$ cat src/sv/olist_pkg.sv
// shared types and constants for the ordered list engine
`default_nettype none

package olist_pkg;

   localparam int DEFAULT_CAPACITY = 16;
   localparam int CMD_W            = 3;
   localparam int POS_W            = 5;
   localparam int DATA_W           = 32;
   localparam int COUNT_OUT_W      = 5;

   typedef enum logic [CMD_W-1:0] {
      CMD_INSERT    = 3'd0,
      CMD_DEL_KEY   = 3'd1,
      CMD_DEL_AT    = 3'd2,
      CMD_READ_AT   = 3'd3,
      CMD_SEARCH    = 3'd4,
      CMD_CLEAR     = 3'd5
   } cmd_type;

   // commands from the controller to the datapath
   typedef struct packed {
      logic load;    // capture the request word
      logic find;    // match and range check
      logic apply;   // shift, write back and load the response word
   } ctl_type;

endpackage

`default_nettype wire

$ cat src/sv/ordered_list_engine.sv
// ordered list engine: top level joining controller and datapath
//
// a bounded ordered list of signed 32-bit values addressed by 1-based position
// request word (req_cmd, req_position, req_value) enters on req_valid/req_ready;
// one response word per request leaves on rsp_valid/rsp_ready
// commands: insert, delete key, delete at position, read, search, clear
// every response carries the count and empty flag after the command
// a taken request word passes the find and apply states; the response word is
// registered in apply; each request takes a match step over the cell row
// followed by a shift and write-back step
// the next request is taken in the write-back cycle while the response
// register is free or being drained
// a stalled response holds its word; write-back waits until the response
// register frees, and no new request is taken meanwhile
// reset empties the list (count to zero); cell contents are not cleared
`default_nettype none

module ordered_list_engine
   import olist_pkg::*;
#(
   parameter int CAPACITY = DEFAULT_CAPACITY
)
(
   input  wire logic                     clock,
   input  wire logic                     reset,
   input  wire logic                     req_valid,
   output logic                          req_ready,
   input  wire logic [CMD_W-1:0]         req_cmd,
   input  wire logic [POS_W-1:0]         req_position,
   input  wire logic signed [DATA_W-1:0] req_value,
   output logic                          rsp_valid,
   input  wire logic                     rsp_ready,
   output logic                          rsp_ok,
   output logic signed [DATA_W-1:0]      rsp_item_value,
   output logic [POS_W-1:0]              rsp_found_position,
   output logic signed [DATA_W-1:0]      rsp_prev_value,
   output logic signed [DATA_W-1:0]      rsp_next_value,
   output logic                          rsp_match_is_last,
   output logic [COUNT_OUT_W-1:0]        rsp_list_count,
   output logic                          rsp_list_empty
);

   ctl_type ctl;

   olist_ctrl u_ctrl (
      .clock     (clock),
      .reset     (reset),
      .req_valid (req_valid),
      .req_ready (req_ready),
      .rsp_valid (rsp_valid),
      .rsp_ready (rsp_ready),
      .ctl       (ctl)
   );

   olist_dp #(
      .CAPACITY (CAPACITY)
   ) u_dp (
      .clock              (clock),
      .reset              (reset),
      .ctl                (ctl),
      .req_cmd            (req_cmd),
      .req_position       (req_position),
      .req_value          (req_value),
      .rsp_ok             (rsp_ok),
      .rsp_item_value     (rsp_item_value),
      .rsp_found_position (rsp_found_position),
      .rsp_prev_value     (rsp_prev_value),
      .rsp_next_value     (rsp_next_value),
      .rsp_match_is_last  (rsp_match_is_last),
      .rsp_list_count     (rsp_list_count),
      .rsp_list_empty     (rsp_list_empty)
   );

endmodule

`default_nettype wire

$ cat src/sv/olist_ctrl.sv
// controller for the ordered list engine: request sequencing and response valid
`default_nettype none

module olist_ctrl
   import olist_pkg::*;
(
   input  wire logic    clock,
   input  wire logic    reset,
   input  wire logic    req_valid,
   output logic         req_ready,
   output logic         rsp_valid,
   input  wire logic    rsp_ready,
   output ctl_type      ctl
);

   typedef enum logic [1:0] {
      ST_IDLE,
      ST_FIND,
      ST_APPLY
   } state_type;

   state_type state_ff;
   state_type state_in;
   logic      rsp_valid_ff;
   logic      rsp_valid_in;
   logic      out_free;
   logic      apply_go;
   logic      accept;

   assign out_free  = !rsp_valid_ff || rsp_ready;
   assign apply_go  = (state_ff == ST_APPLY) && out_free;
   assign req_ready = (state_ff == ST_IDLE) || apply_go;
   assign accept    = req_valid && req_ready;
   assign rsp_valid = rsp_valid_ff;

   assign ctl.load  = accept;
   assign ctl.find  = (state_ff == ST_FIND);
   assign ctl.apply = apply_go;

   always_comb begin
      state_in = state_ff;
      unique case (state_ff)
         ST_IDLE: begin
            if (accept) state_in = ST_FIND;
         end
         ST_FIND: begin
            state_in = ST_APPLY;
         end
         ST_APPLY: begin
            if (apply_go) state_in = accept ? ST_FIND : ST_IDLE;
         end
         default: begin
            state_in = ST_IDLE;
         end
      endcase
      if (apply_go) begin
         rsp_valid_in = 1'b1;
      end else if (rsp_ready) begin
         rsp_valid_in = 1'b0;
      end else begin
         rsp_valid_in = rsp_valid_ff;
      end
   end

   always_ff @(posedge clock) begin
      if (reset) begin
         state_ff     <= ST_IDLE;
         rsp_valid_ff <= 1'b0;
      end else begin
         state_ff     <= state_in;
         rsp_valid_ff <= rsp_valid_in;
      end
   end

`ifndef SYNTH
   a_find_then_apply: assert property (@(posedge clock) disable iff (reset)
      state_ff == ST_FIND |=> state_ff == ST_APPLY)
      else $error("find not followed by apply");

   a_accept_to_find: assert property (@(posedge clock) disable iff (reset)
      req_valid && req_ready |=> state_ff == ST_FIND)
      else $error("accepted word did not start a find");

   a_rsp_from_apply: assert property (@(posedge clock) disable iff (reset)
      $rose(rsp_valid_ff) |-> $past(state_ff == ST_APPLY))
      else $error("response raised outside apply");
`endif

endmodule

`default_nettype wire

$ cat src/sv/olist_dp.sv
// datapath for the ordered list engine: cell row, match, shift and response word
`default_nettype none

module olist_dp
   import olist_pkg::*;
#(
   parameter int CAPACITY = DEFAULT_CAPACITY
)
(
   input  wire logic                     clock,
   input  wire logic                     reset,
   input  wire ctl_type                  ctl,
   input  wire logic [CMD_W-1:0]         req_cmd,
   input  wire logic [POS_W-1:0]         req_position,
   input  wire logic signed [DATA_W-1:0] req_value,
   output logic                          rsp_ok,
   output logic signed [DATA_W-1:0]      rsp_item_value,
   output logic [POS_W-1:0]              rsp_found_position,
   output logic signed [DATA_W-1:0]      rsp_prev_value,
   output logic signed [DATA_W-1:0]      rsp_next_value,
   output logic                          rsp_match_is_last,
   output logic [COUNT_OUT_W-1:0]        rsp_list_count,
   output logic                          rsp_list_empty
);

   localparam int IW = (CAPACITY > 1) ? $clog2(CAPACITY) : 1;
   localparam int CW = $clog2(CAPACITY + 1);
   localparam int KW = ((CW > POS_W) ? CW : POS_W) + 1;

   logic [DATA_W-1:0] cells_ff [CAPACITY];
   logic [DATA_W-1:0] cells_in [CAPACITY];
   logic [CW-1:0]     cnt_ff;
   logic [CW-1:0]     cnt_in;

   cmd_type           cmd_ff;
   logic [POS_W-1:0]  pos_ff;
   logic [DATA_W-1:0] val_ff;
   logic [IW-1:0]     tgt_ff;
   logic              hit_ff;

   logic              found;
   logic [IW-1:0]     midx;
   logic [POS_W-1:0]  pos_m1;
   logic [KW-1:0]     pos_k;
   logic [KW-1:0]     cnt_k;
   logic [IW-1:0]     tgt_in;
   logic              hit_in;

   logic [DATA_W-1:0] rd_item;
   logic [DATA_W-1:0] rd_prev;
   logic [DATA_W-1:0] rd_next;
   logic              nxt_ok;
   logic [IW-1:0]     tgt_p1;
   logic [IW-1:0]     tgt_m1;

   logic              ok_ff;
   logic [DATA_W-1:0] item_ff;
   logic [POS_W-1:0]  fpos_ff;
   logic [DATA_W-1:0] prev_ff;
   logic [DATA_W-1:0] next_ff;
   logic              last_ff;
   logic [CW-1:0]     cnt_rsp_ff;

   // first match among the live cells
   always_comb begin
      found = 1'b0;
      midx  = '0;
      for (int i = CAPACITY - 1; i >= 0; i--) begin
         if ((i < int'(cnt_ff)) && (cells_ff[i] == val_ff)) begin
            found = 1'b1;
            midx  = IW'(i);
         end
      end
   end

   assign pos_m1 = pos_ff - POS_W'(1);
   assign pos_k  = KW'(pos_ff);
   assign cnt_k  = KW'(cnt_ff);

   always_comb begin
      tgt_in = IW'(pos_m1);
      hit_in = 1'b0;
      unique case (cmd_ff)
         CMD_INSERT: begin
            hit_in = (cnt_k < KW'(CAPACITY)) && (pos_k != '0)
                     && (pos_k <= cnt_k + KW'(1));
         end
         CMD_DEL_KEY, CMD_SEARCH: begin
            tgt_in = midx;
            hit_in = found;
         end
         CMD_DEL_AT, CMD_READ_AT: begin
            hit_in = (pos_k != '0) && (pos_k <= cnt_k);
         end
         CMD_CLEAR: begin
            hit_in = 1'b1;
         end
         default: begin
            hit_in = 1'b0;
         end
      endcase
   end

   // reads around the target cell
   assign tgt_p1  = tgt_ff + IW'(1);
   assign tgt_m1  = tgt_ff - IW'(1);
   assign nxt_ok  = (KW'(tgt_ff) + KW'(1)) < cnt_k;
   assign rd_item = cells_ff[tgt_ff];
   assign rd_prev = (tgt_ff != '0) ? cells_ff[tgt_m1] : '0;
   assign rd_next = nxt_ok ? cells_ff[tgt_p1] : '0;

   always_comb begin
      cells_in = cells_ff;
      cnt_in   = cnt_ff;
      if (ctl.apply && hit_ff) begin
         unique case (cmd_ff)
            CMD_INSERT: begin
               for (int i = 1; i < CAPACITY; i++) begin
                  if (i > int'(tgt_ff)) cells_in[i] = cells_ff[i-1];
               end
               for (int i = 0; i < CAPACITY; i++) begin
                  if (i == int'(tgt_ff)) cells_in[i] = val_ff;
               end
               cnt_in = cnt_ff + CW'(1);
            end
            CMD_DEL_KEY, CMD_DEL_AT: begin
               for (int i = 0; i < CAPACITY - 1; i++) begin
                  if (i >= int'(tgt_ff)) cells_in[i] = cells_ff[i+1];
               end
               cnt_in = cnt_ff - CW'(1);
            end
            CMD_CLEAR: begin
               cnt_in = '0;
            end
            default: begin
               cnt_in = cnt_ff;
            end
         endcase
      end
   end

   always_ff @(posedge clock) begin
      cells_ff <= cells_in;
      if (reset) begin
         cnt_ff <= '0;
      end else begin
         cnt_ff <= cnt_in;
      end
   end

   always_ff @(posedge clock) begin
      if (ctl.load) begin
         cmd_ff <= cmd_type'(req_cmd);
         pos_ff <= req_position;
         val_ff <= req_value;
      end
      if (ctl.find) begin
         tgt_ff <= tgt_in;
         hit_ff <= hit_in;
      end
      if (ctl.apply) begin
         ok_ff      <= hit_ff;
         item_ff    <= '0;
         fpos_ff    <= '0;
         prev_ff    <= '0;
         next_ff    <= '0;
         last_ff    <= 1'b0;
         cnt_rsp_ff <= cnt_in;
         if (hit_ff) begin
            case (cmd_ff)
               CMD_DEL_KEY, CMD_DEL_AT, CMD_READ_AT: begin
                  item_ff <= rd_item;
               end
               CMD_SEARCH: begin
                  fpos_ff <= POS_W'(tgt_ff) + POS_W'(1);
                  prev_ff <= rd_prev;
                  next_ff <= rd_next;
                  last_ff <= !nxt_ok;
               end
               default: begin
                  item_ff <= '0;
               end
            endcase
         end
      end
   end

   assign rsp_ok             = ok_ff;
   assign rsp_item_value     = item_ff;
   assign rsp_found_position = fpos_ff;
   assign rsp_prev_value     = prev_ff;
   assign rsp_next_value     = next_ff;
   assign rsp_match_is_last  = last_ff;
   assign rsp_list_count     = COUNT_OUT_W'(cnt_rsp_ff);
   assign rsp_list_empty     = (cnt_rsp_ff == '0);

`ifndef SYNTH
   a_count_bound: assert property (@(posedge clock) disable iff (reset)
      int'(cnt_ff) <= CAPACITY)
      else $error("count above capacity");

   a_count_hold: assert property (@(posedge clock) disable iff (reset)
      !ctl.apply |=> $stable(cnt_ff))
      else $error("count changed outside apply");

   a_full_insert: assert property (@(posedge clock) disable iff (reset)
      ctl.find && cmd_ff == CMD_INSERT && int'(cnt_ff) == CAPACITY |=> !hit_ff)
      else $error("insert accepted on full list");
`endif

endmodule

`default_nettype wire

$ cat config.mk
export PLATFORM = sky130hd
export DESIGN_NAME = ordered_list_engine
export DESIGN_NICKNAME = d
export VERILOG_FILES = /design/src/sv/olist_pkg.sv /design/src/sv/ordered_list_engine.sv /design/src/sv/olist_ctrl.sv /design/src/sv/olist_dp.sv
export SDC_FILE = /design/constraint.sdc
export NUM_CORES = 2
export LEC_CHECK = 0
export BUFFER_PORTS_ARGS = -buffer_cell sky130_fd_sc_hd__buf_2
export CAP_MARGIN = 20
export CORE_ASPECT_RATIO = 0.9
export CORE_UTILIZATION = 40
export DETAILED_ROUTE_END_ITERATION = 10
export PLACE_DENSITY = 0.56
export SYNTH_ARGS = -nofsm -noshare
export SYNTH_HDL_FRONTEND = slang
export SYNTH_SLANG_ARGS = --single-unit
$ cat constraint.sdc
create_clock -name clock -period 18.5 [get_ports clock]
set_input_delay 1.85 -clock clock [delete_from_list [all_inputs] [get_ports clock]]
set_output_delay 1.85 -clock clock [all_outputs]
set_load 0.01 [all_outputs]
Yosys cells after proc, flatten, opt, wreduce, memory -nomap -nowiden
Cells that the tools add are included.
{"block": "word_totals", "regBits": 673, "inputBits": 44, "word_cells": 323}
{"block": "classes", "n_addsub": 8, "n_lt_le_gt_ge": 53, "eq_ne": 70, "muxes": 98, "bitwise_logic": 3, "reduce_logical": 60}
{"cell": "$mux W32", "count": 52}
{"cell": "$pmux W480 S2", "count": 1}
{"cell": "$eq A32 B32 Y1", "count": 16}
{"cell": "$bmux W32 S4", "count": 3}
{"cell": "$mux W4", "count": 17}
{"cell": "$reduce_and A4 Y1", "count": 15}
{"cell": "$ne A3 B1 Y1 const B", "count": 14}
{"cell": "$lt A4 B5 Y1 const A", "count": 8}
{"cell": "$ne A2 B1 Y1 const B", "count": 18}
{"cell": "$eq A4 B4 Y1 const A", "count": 8}
{"cell": "$gt A4 B4 Y1 const A", "count": 8}
{"cell": "$ge A4 B4 Y1 const A", "count": 7}
{"cell": "$logic_and A1 B1 Y1", "count": 22}
{"cell": "$lt A3 B5 Y1 const A", "count": 4}
{"cell": "$mux W1", "count": 19}
{"cell": "$eq A3 B4 Y1 const A", "count": 4}
{"cell": "$ge A3 B4 Y1 const A", "count": 4}
{"cell": "$gt A3 B4 Y1 const A", "count": 4}
{"cell": "$ge A5 B5 Y1 const B", "count": 3}
{"cell": "$not A4 Y5", "count": 3}
{"cell": "$pmux W5 S3", "count": 1}
{"cell": "$add A4 B1 Y5 const B", "count": 2}
{"cell": "$lt A1 B5 Y1 const A", "count": 2}
{"cell": "$lt A2 B5 Y1 const A", "count": 2}
{"cell": "other kinds (37)", "count": 55}

Logic depth before layout (Yosys ltp)
{"block": "logic_depth", "depth_word": 19, "depth_mapped": 14}

Hierarchy
From an unflattened synthesis, not the netlist that was laid out.
{"block": "hier_totals", "hier_cells": 4349, "area_unflattened_um2": 50277.0}
{"module": "olist_dp", "instances": 1, "cells_each": 4332, "area_per_inst_um2": 50105.6}
{"module": "olist_ctrl", "instances": 1, "cells_each": 17, "area_per_inst_um2": 171.4}

Worst setup path after synthesis
OpenSTA, ideal clock, no wires.
{"block": "synth_path", "path_kind": "in2reg", "start": "input port rsp_ready", "end": "register u_dp.cells_ff[448] (netlist bit), enable pin", "t_arrival_ns": 12.829, "slack_ns": 5.076, "cell_stages": 6, "path_cell_list": "nor2b_1 > nor2_1 > o211ai_1 > or2_2 > clkbuf_1 > a2111oi_0"}
{"block": "synth_via", "elab_chain_len": 4}
{"element": "start: declaration", "line": "ordered_list_engine.sv:32", "source": "input wire logic rsp_ready,"}
{"element": "$logic_or A1 B1 Y1", "line": "olist_ctrl.sv:30", "source": "assign out_free = !rsp_valid_ff || rsp_ready;"}
{"element": "$logic_and A1 B1 Y1", "line": "olist_ctrl.sv:31", "source": "assign apply_go = (state_ff == ST_APPLY) && out_free;"}
{"element": "named net u_ctrl.apply_go", "line": "olist_ctrl.sv:27", "source": "logic apply_go;"}
{"element": "$logic_and A1 B1 Y1", "line": "olist_dp.sv:115", "source": "if (ctl.apply && hit_ff) begin"}
{"element": "$reduce_and A4 Y1 (no source line)"}
{"element": "end signal: assignment", "line": "olist_dp.sv:143", "source": "cells_ff <= cells_in;"}
{"element": "end: declaration", "line": "olist_dp.sv:30", "source": "logic [DATA_W-1:0] cells_ff [CAPACITY];"}
The timed path passes the listed nets, and every way through them passes these cells.
A chain may end at the register's enable or synchronous reset.

Worst setup path in the final report
{"block": "layout_path", "start": "register u_dp.cmd_ff[0]", "end": "register u_dp.cells_ff[141] (netlist bit) (data pin)"}
{"block": "layout_via", "elab_chain_len": 3, "elab_cells_between_ends": 5, "classes_between": "eq/ne (2); mux (1); reduce/logical (2)"}
{"element": "start: declaration", "line": "olist_dp.sv:35", "source": "cmd_type cmd_ff;"}
{"element": "start signal: assignment", "line": "olist_dp.sv:153", "source": "cmd_ff <= cmd_type'(req_cmd);"}
{"element": "$eq A3 B1 Y1 / $eq A3 B2 Y1 (equally long branches)", "line": "olist_dp.sv:116", "source": "unique case (cmd_ff)"}
{"element": "$reduce_or A2 Y1", "line": "olist_dp.sv:116"}
{"element": "$pmux W480 S2 *", "line": "olist_dp.sv:116"}
Mark *: on every way between the ends. The rest lies on a longest branch, timed or not.

==> flow_metrics.env <==
export IMPL_htreeDepth=3
export IMPL_critical_path_arrival_ps=5810
export IMPL_worst_ep_required_time_ps=18940
export IMPL_multi_input_area_um2=29390
export IMPL_dp_hpwl_um=189500
export IMPL_tritoncts="built"
export IMPL_rsz0062_at_grt="false"
export IMPL_yosysMostFrequentCell="edfxtp_1"
export IMPL_synth_async_reset_ratio_pct=0
export IMPL_cp_start_kind="register"
export IMPL_timing_slew_headroom_pct=10.76
export IMPL_hold_class="reg -> reg"
export IMPL_netlist_area_um2=51390
export IMPL_end_kind="register"
export IMPL_die_h_um=342.0
export IMPL_clock_sinks=673
export IMPL_status="complete, no violations"
export IMPL_drt_met1_wl_um=109000
export IMPL_drive_gt1_share_pct=19.00
export IMPL_postCtsResizedCells=0
export IMPL_synth_top_area_share_pct=38.86
export IMPL_synthFlopType="edfxtp_1"
export IMPL_synth_top_cell_by_area="edfxtp_1"
export IMPL_r2r_setup_slack_ps=13130
export IMPL_clock_skew_ps=30.60
export IMPL_cp_max_fo=96
export IMPL_clk_pin_slew_ps=60
export IMPL_routed_wl_um=263700
export IMPL_rows=124
export IMPL_die_x_um=379.8
export IMPL_finalSetupViolCount=0
export IMPL_postPlaceCellArea_um2=53470
export IMPL_viasPerCell=6.802
export IMPL_dieArea_um2=129900
export IMPL_cts_setup_buffers=0
export IMPL_grt_max_degree=211
export IMPL_initial_utilization_pct=40.39
export IMPL_regArea_um2=20130
export IMPL_nFillCells=11899
export IMPL_grt_pass1_vias=38492
export IMPL_ys_warn_count=0
export IMPL_antenna_found_initial=26
export IMPL_ctsHoldBuffers=0
export IMPL_setup_ws_ps=13130
export IMPL_dp_slack_ps=13170
export IMPL_syn_instance_count=4563
export IMPL_vdd_ir_drop_max_mv=0.06707
export IMPL_maxCapViolations=0
export IMPL_tightest_slew_ps=1329
export IMPL_dr_wl_met2_um=114800
export IMPL_grt_pass1_wl_um=355100
export IMPL_cts_buffers=82
export IMPL_netlist_top_cells_area="edfxtp_1 39%, mux4_2 16%, mux2i_1 11%"
export IMPL_max_clock_path_buffers=3
export IMPL_track_usage_pct=40.01
export IMPL_clockRootBuffer="clkbuf_16"
export IMPL_leakage_uw=0.01980
export IMPL_synth_seq_area_share_pct=39.17
export IMPL_power_density_nw_per_um2=75.65
export IMPL_insertion_delay_ps=740
export IMPL_min_period_ps=5369
export IMPL_synth_nets=4630
export IMPL_ant_nets=0
export IMPL_yosys_top_cells_count="665 x edfxtp_1, 596 x nand2_1, 577 x mux2i_1"
export IMPL_overflow=0
export IMPL_core_area_um2=127200
export IMPL_dr_first_iter_drc_count=6886
export IMPL_syn_to_final_growth_pct=9.611
export IMPL_io_pins=155
export IMPL_holdWs_ps=495.8
export IMPL_synth_edf_count=665
export IMPL_io_buffers=154
export IMPL_final_net_count=4547
export IMPL_timing_setup_tns_ps=0
export IMPL_drcViolationCount=0
export IMPL_avgRoutedWirePerCell_um=42.14
export IMPL_final_area_um2=56320
export IMPL_maxSlewViolCount=0
export IMPL_dr_max_layer_used="met5"
export IMPL_syn_avg_cell_area_um2=11.26
export IMPL_ys_ff_latch=673
export IMPL_wl_met3_um=29490
export IMPL_critPathKind="reg -> reg"
export IMPL_finalHoldViolations=0
export IMPL_final_period_utilization_pct=29.02
export IMPL_gp_congestion=1.083
export IMPL_first_pass_iters=7
export IMPL_vias=42568
export IMPL_max_clock_freq_mhz=186.3
export IMPL_ys_types=69
## cells by family (layout without fill, tap and decap cells)
family / after synthesis / count (layout) / synth area share, %
xor gates and xnor gates: 521 / 521 / 8.895
and+or+nand+nor: 1180 / 1180 / 11.07
other: 0 / 10 / 0
AOI/OAI and AO/OA: 721 / 721 / 8.030
muxes: 976 / 976 / 28.05
adders and majority gates: 23 / 23 / 0.5600
DFF: 673 / 673 / 39.17
buffers and inverters: 469 / 453 / 4.222
## flip-flops by register name, summed over array words and instances, names as in the netlist, 5 cells and up
signal / cells
u_dp.rsp_list_count: 5
u_dp.pos_ff: 5
u_dp.rsp_next_value: 32
u_dp.rsp_found_position: 5
u_dp.rsp_prev_value: 32
u_dp.cnt_ff: 5
u_dp.val_ff: 32
u_dp.cells_ff: 512
u_dp.rsp_item_value: 32
## worst max-delay path, stage by stage (launching register included)
cell and delay, ps:
edfxtp_1 510, xor2_1 340, nor2b_4 190, buf_4 670, buf_4 750, buf_4 670, buf_4 750, buf_4 770
o21ai_0 230
## path summary, 6_finish.rpt
| check | startpoint | end | cells past startpoint |
|---|---|---|---|
| max | u_dp.cmd_ff[0] | u_dp.cells_ff[141] | 8 |
| min | u_ctrl.state_ff[0] | u_ctrl.state_ff[1] | 1 |
| max reg2reg | u_dp.cmd_ff[0] | u_dp.cells_ff[141] | 8 |
| min reg2reg | u_ctrl.state_ff[0] | u_ctrl.state_ff[1] | 1 |
## per-layer routing
metal,vias to the layer above,global-route usage (%)
li1,17226,-
met1,21879,56.41
met2,2994,59.50
met3,445,10.56
met4,24,13.36
met5,-,0
## placed cells by master (no fill, tap or decap), types with 22 or more instances in the layout
cell,netlist,layout
ha_1,23,22
a211oi_1,96,93
a21oi_1,37,33
o221ai_1,24,24
nand4_1,95,95
o22ai_1,38,38
clkbuf_16,0,87
nor4_1,144,141
xor2_1,328,326
mux4_2,368,368
buf_4,22,120
nor2_1,95,91
nor2b_1,96,94
o21ai_0,480,480
nor3_1,34,31
edfxtp_1,665,665
xnor2_1,192,191
mux2i_1,577,577
buf_2,96,154
nand3_1,40,40
mux2_2,31,31
nand2_1,596,583
## where the power goes
group          switching, uW  internal [uW]
Sequential              18.4           1710
Combinational            535            250
Clock                    719           1030
Total                   1270           2990
## area by class of cell
| class | count | share of cell area, % |
|---|---|---|
| Clock buffer | 100 | 4.005 |
| Inverter | 24 | 0.1822 |
| Antenna cell | 10 | 0.04443 |
| Clock inverter | 51 | 0.9930 |
| Timing Repair Buffer | 278 | 3.086 |
| Sequential cell | 673 | 35.74 |
| Tap cell | 1701 | 3.779 |
| Multi-Input combinational cell | 3421 | 52.17 |
## per-stage QoR
| step | utilization (%) | instances | total power (uW) |
|---|---|---|---|
| after floorplan | - | 4563 | 2227 |
| after global placement | 42.00 | 6092 | 2512 |
| after detailed placement | 42.03 | 6096 | 2518 |
| after CTS | 44.24 | 6247 | 4251 |
| after global routing | 44.25 | 6248 | 4346 |
| final | 44.27 | 6258 | 4261 |
Note: power is estimated with default switching activity, not from simulation.
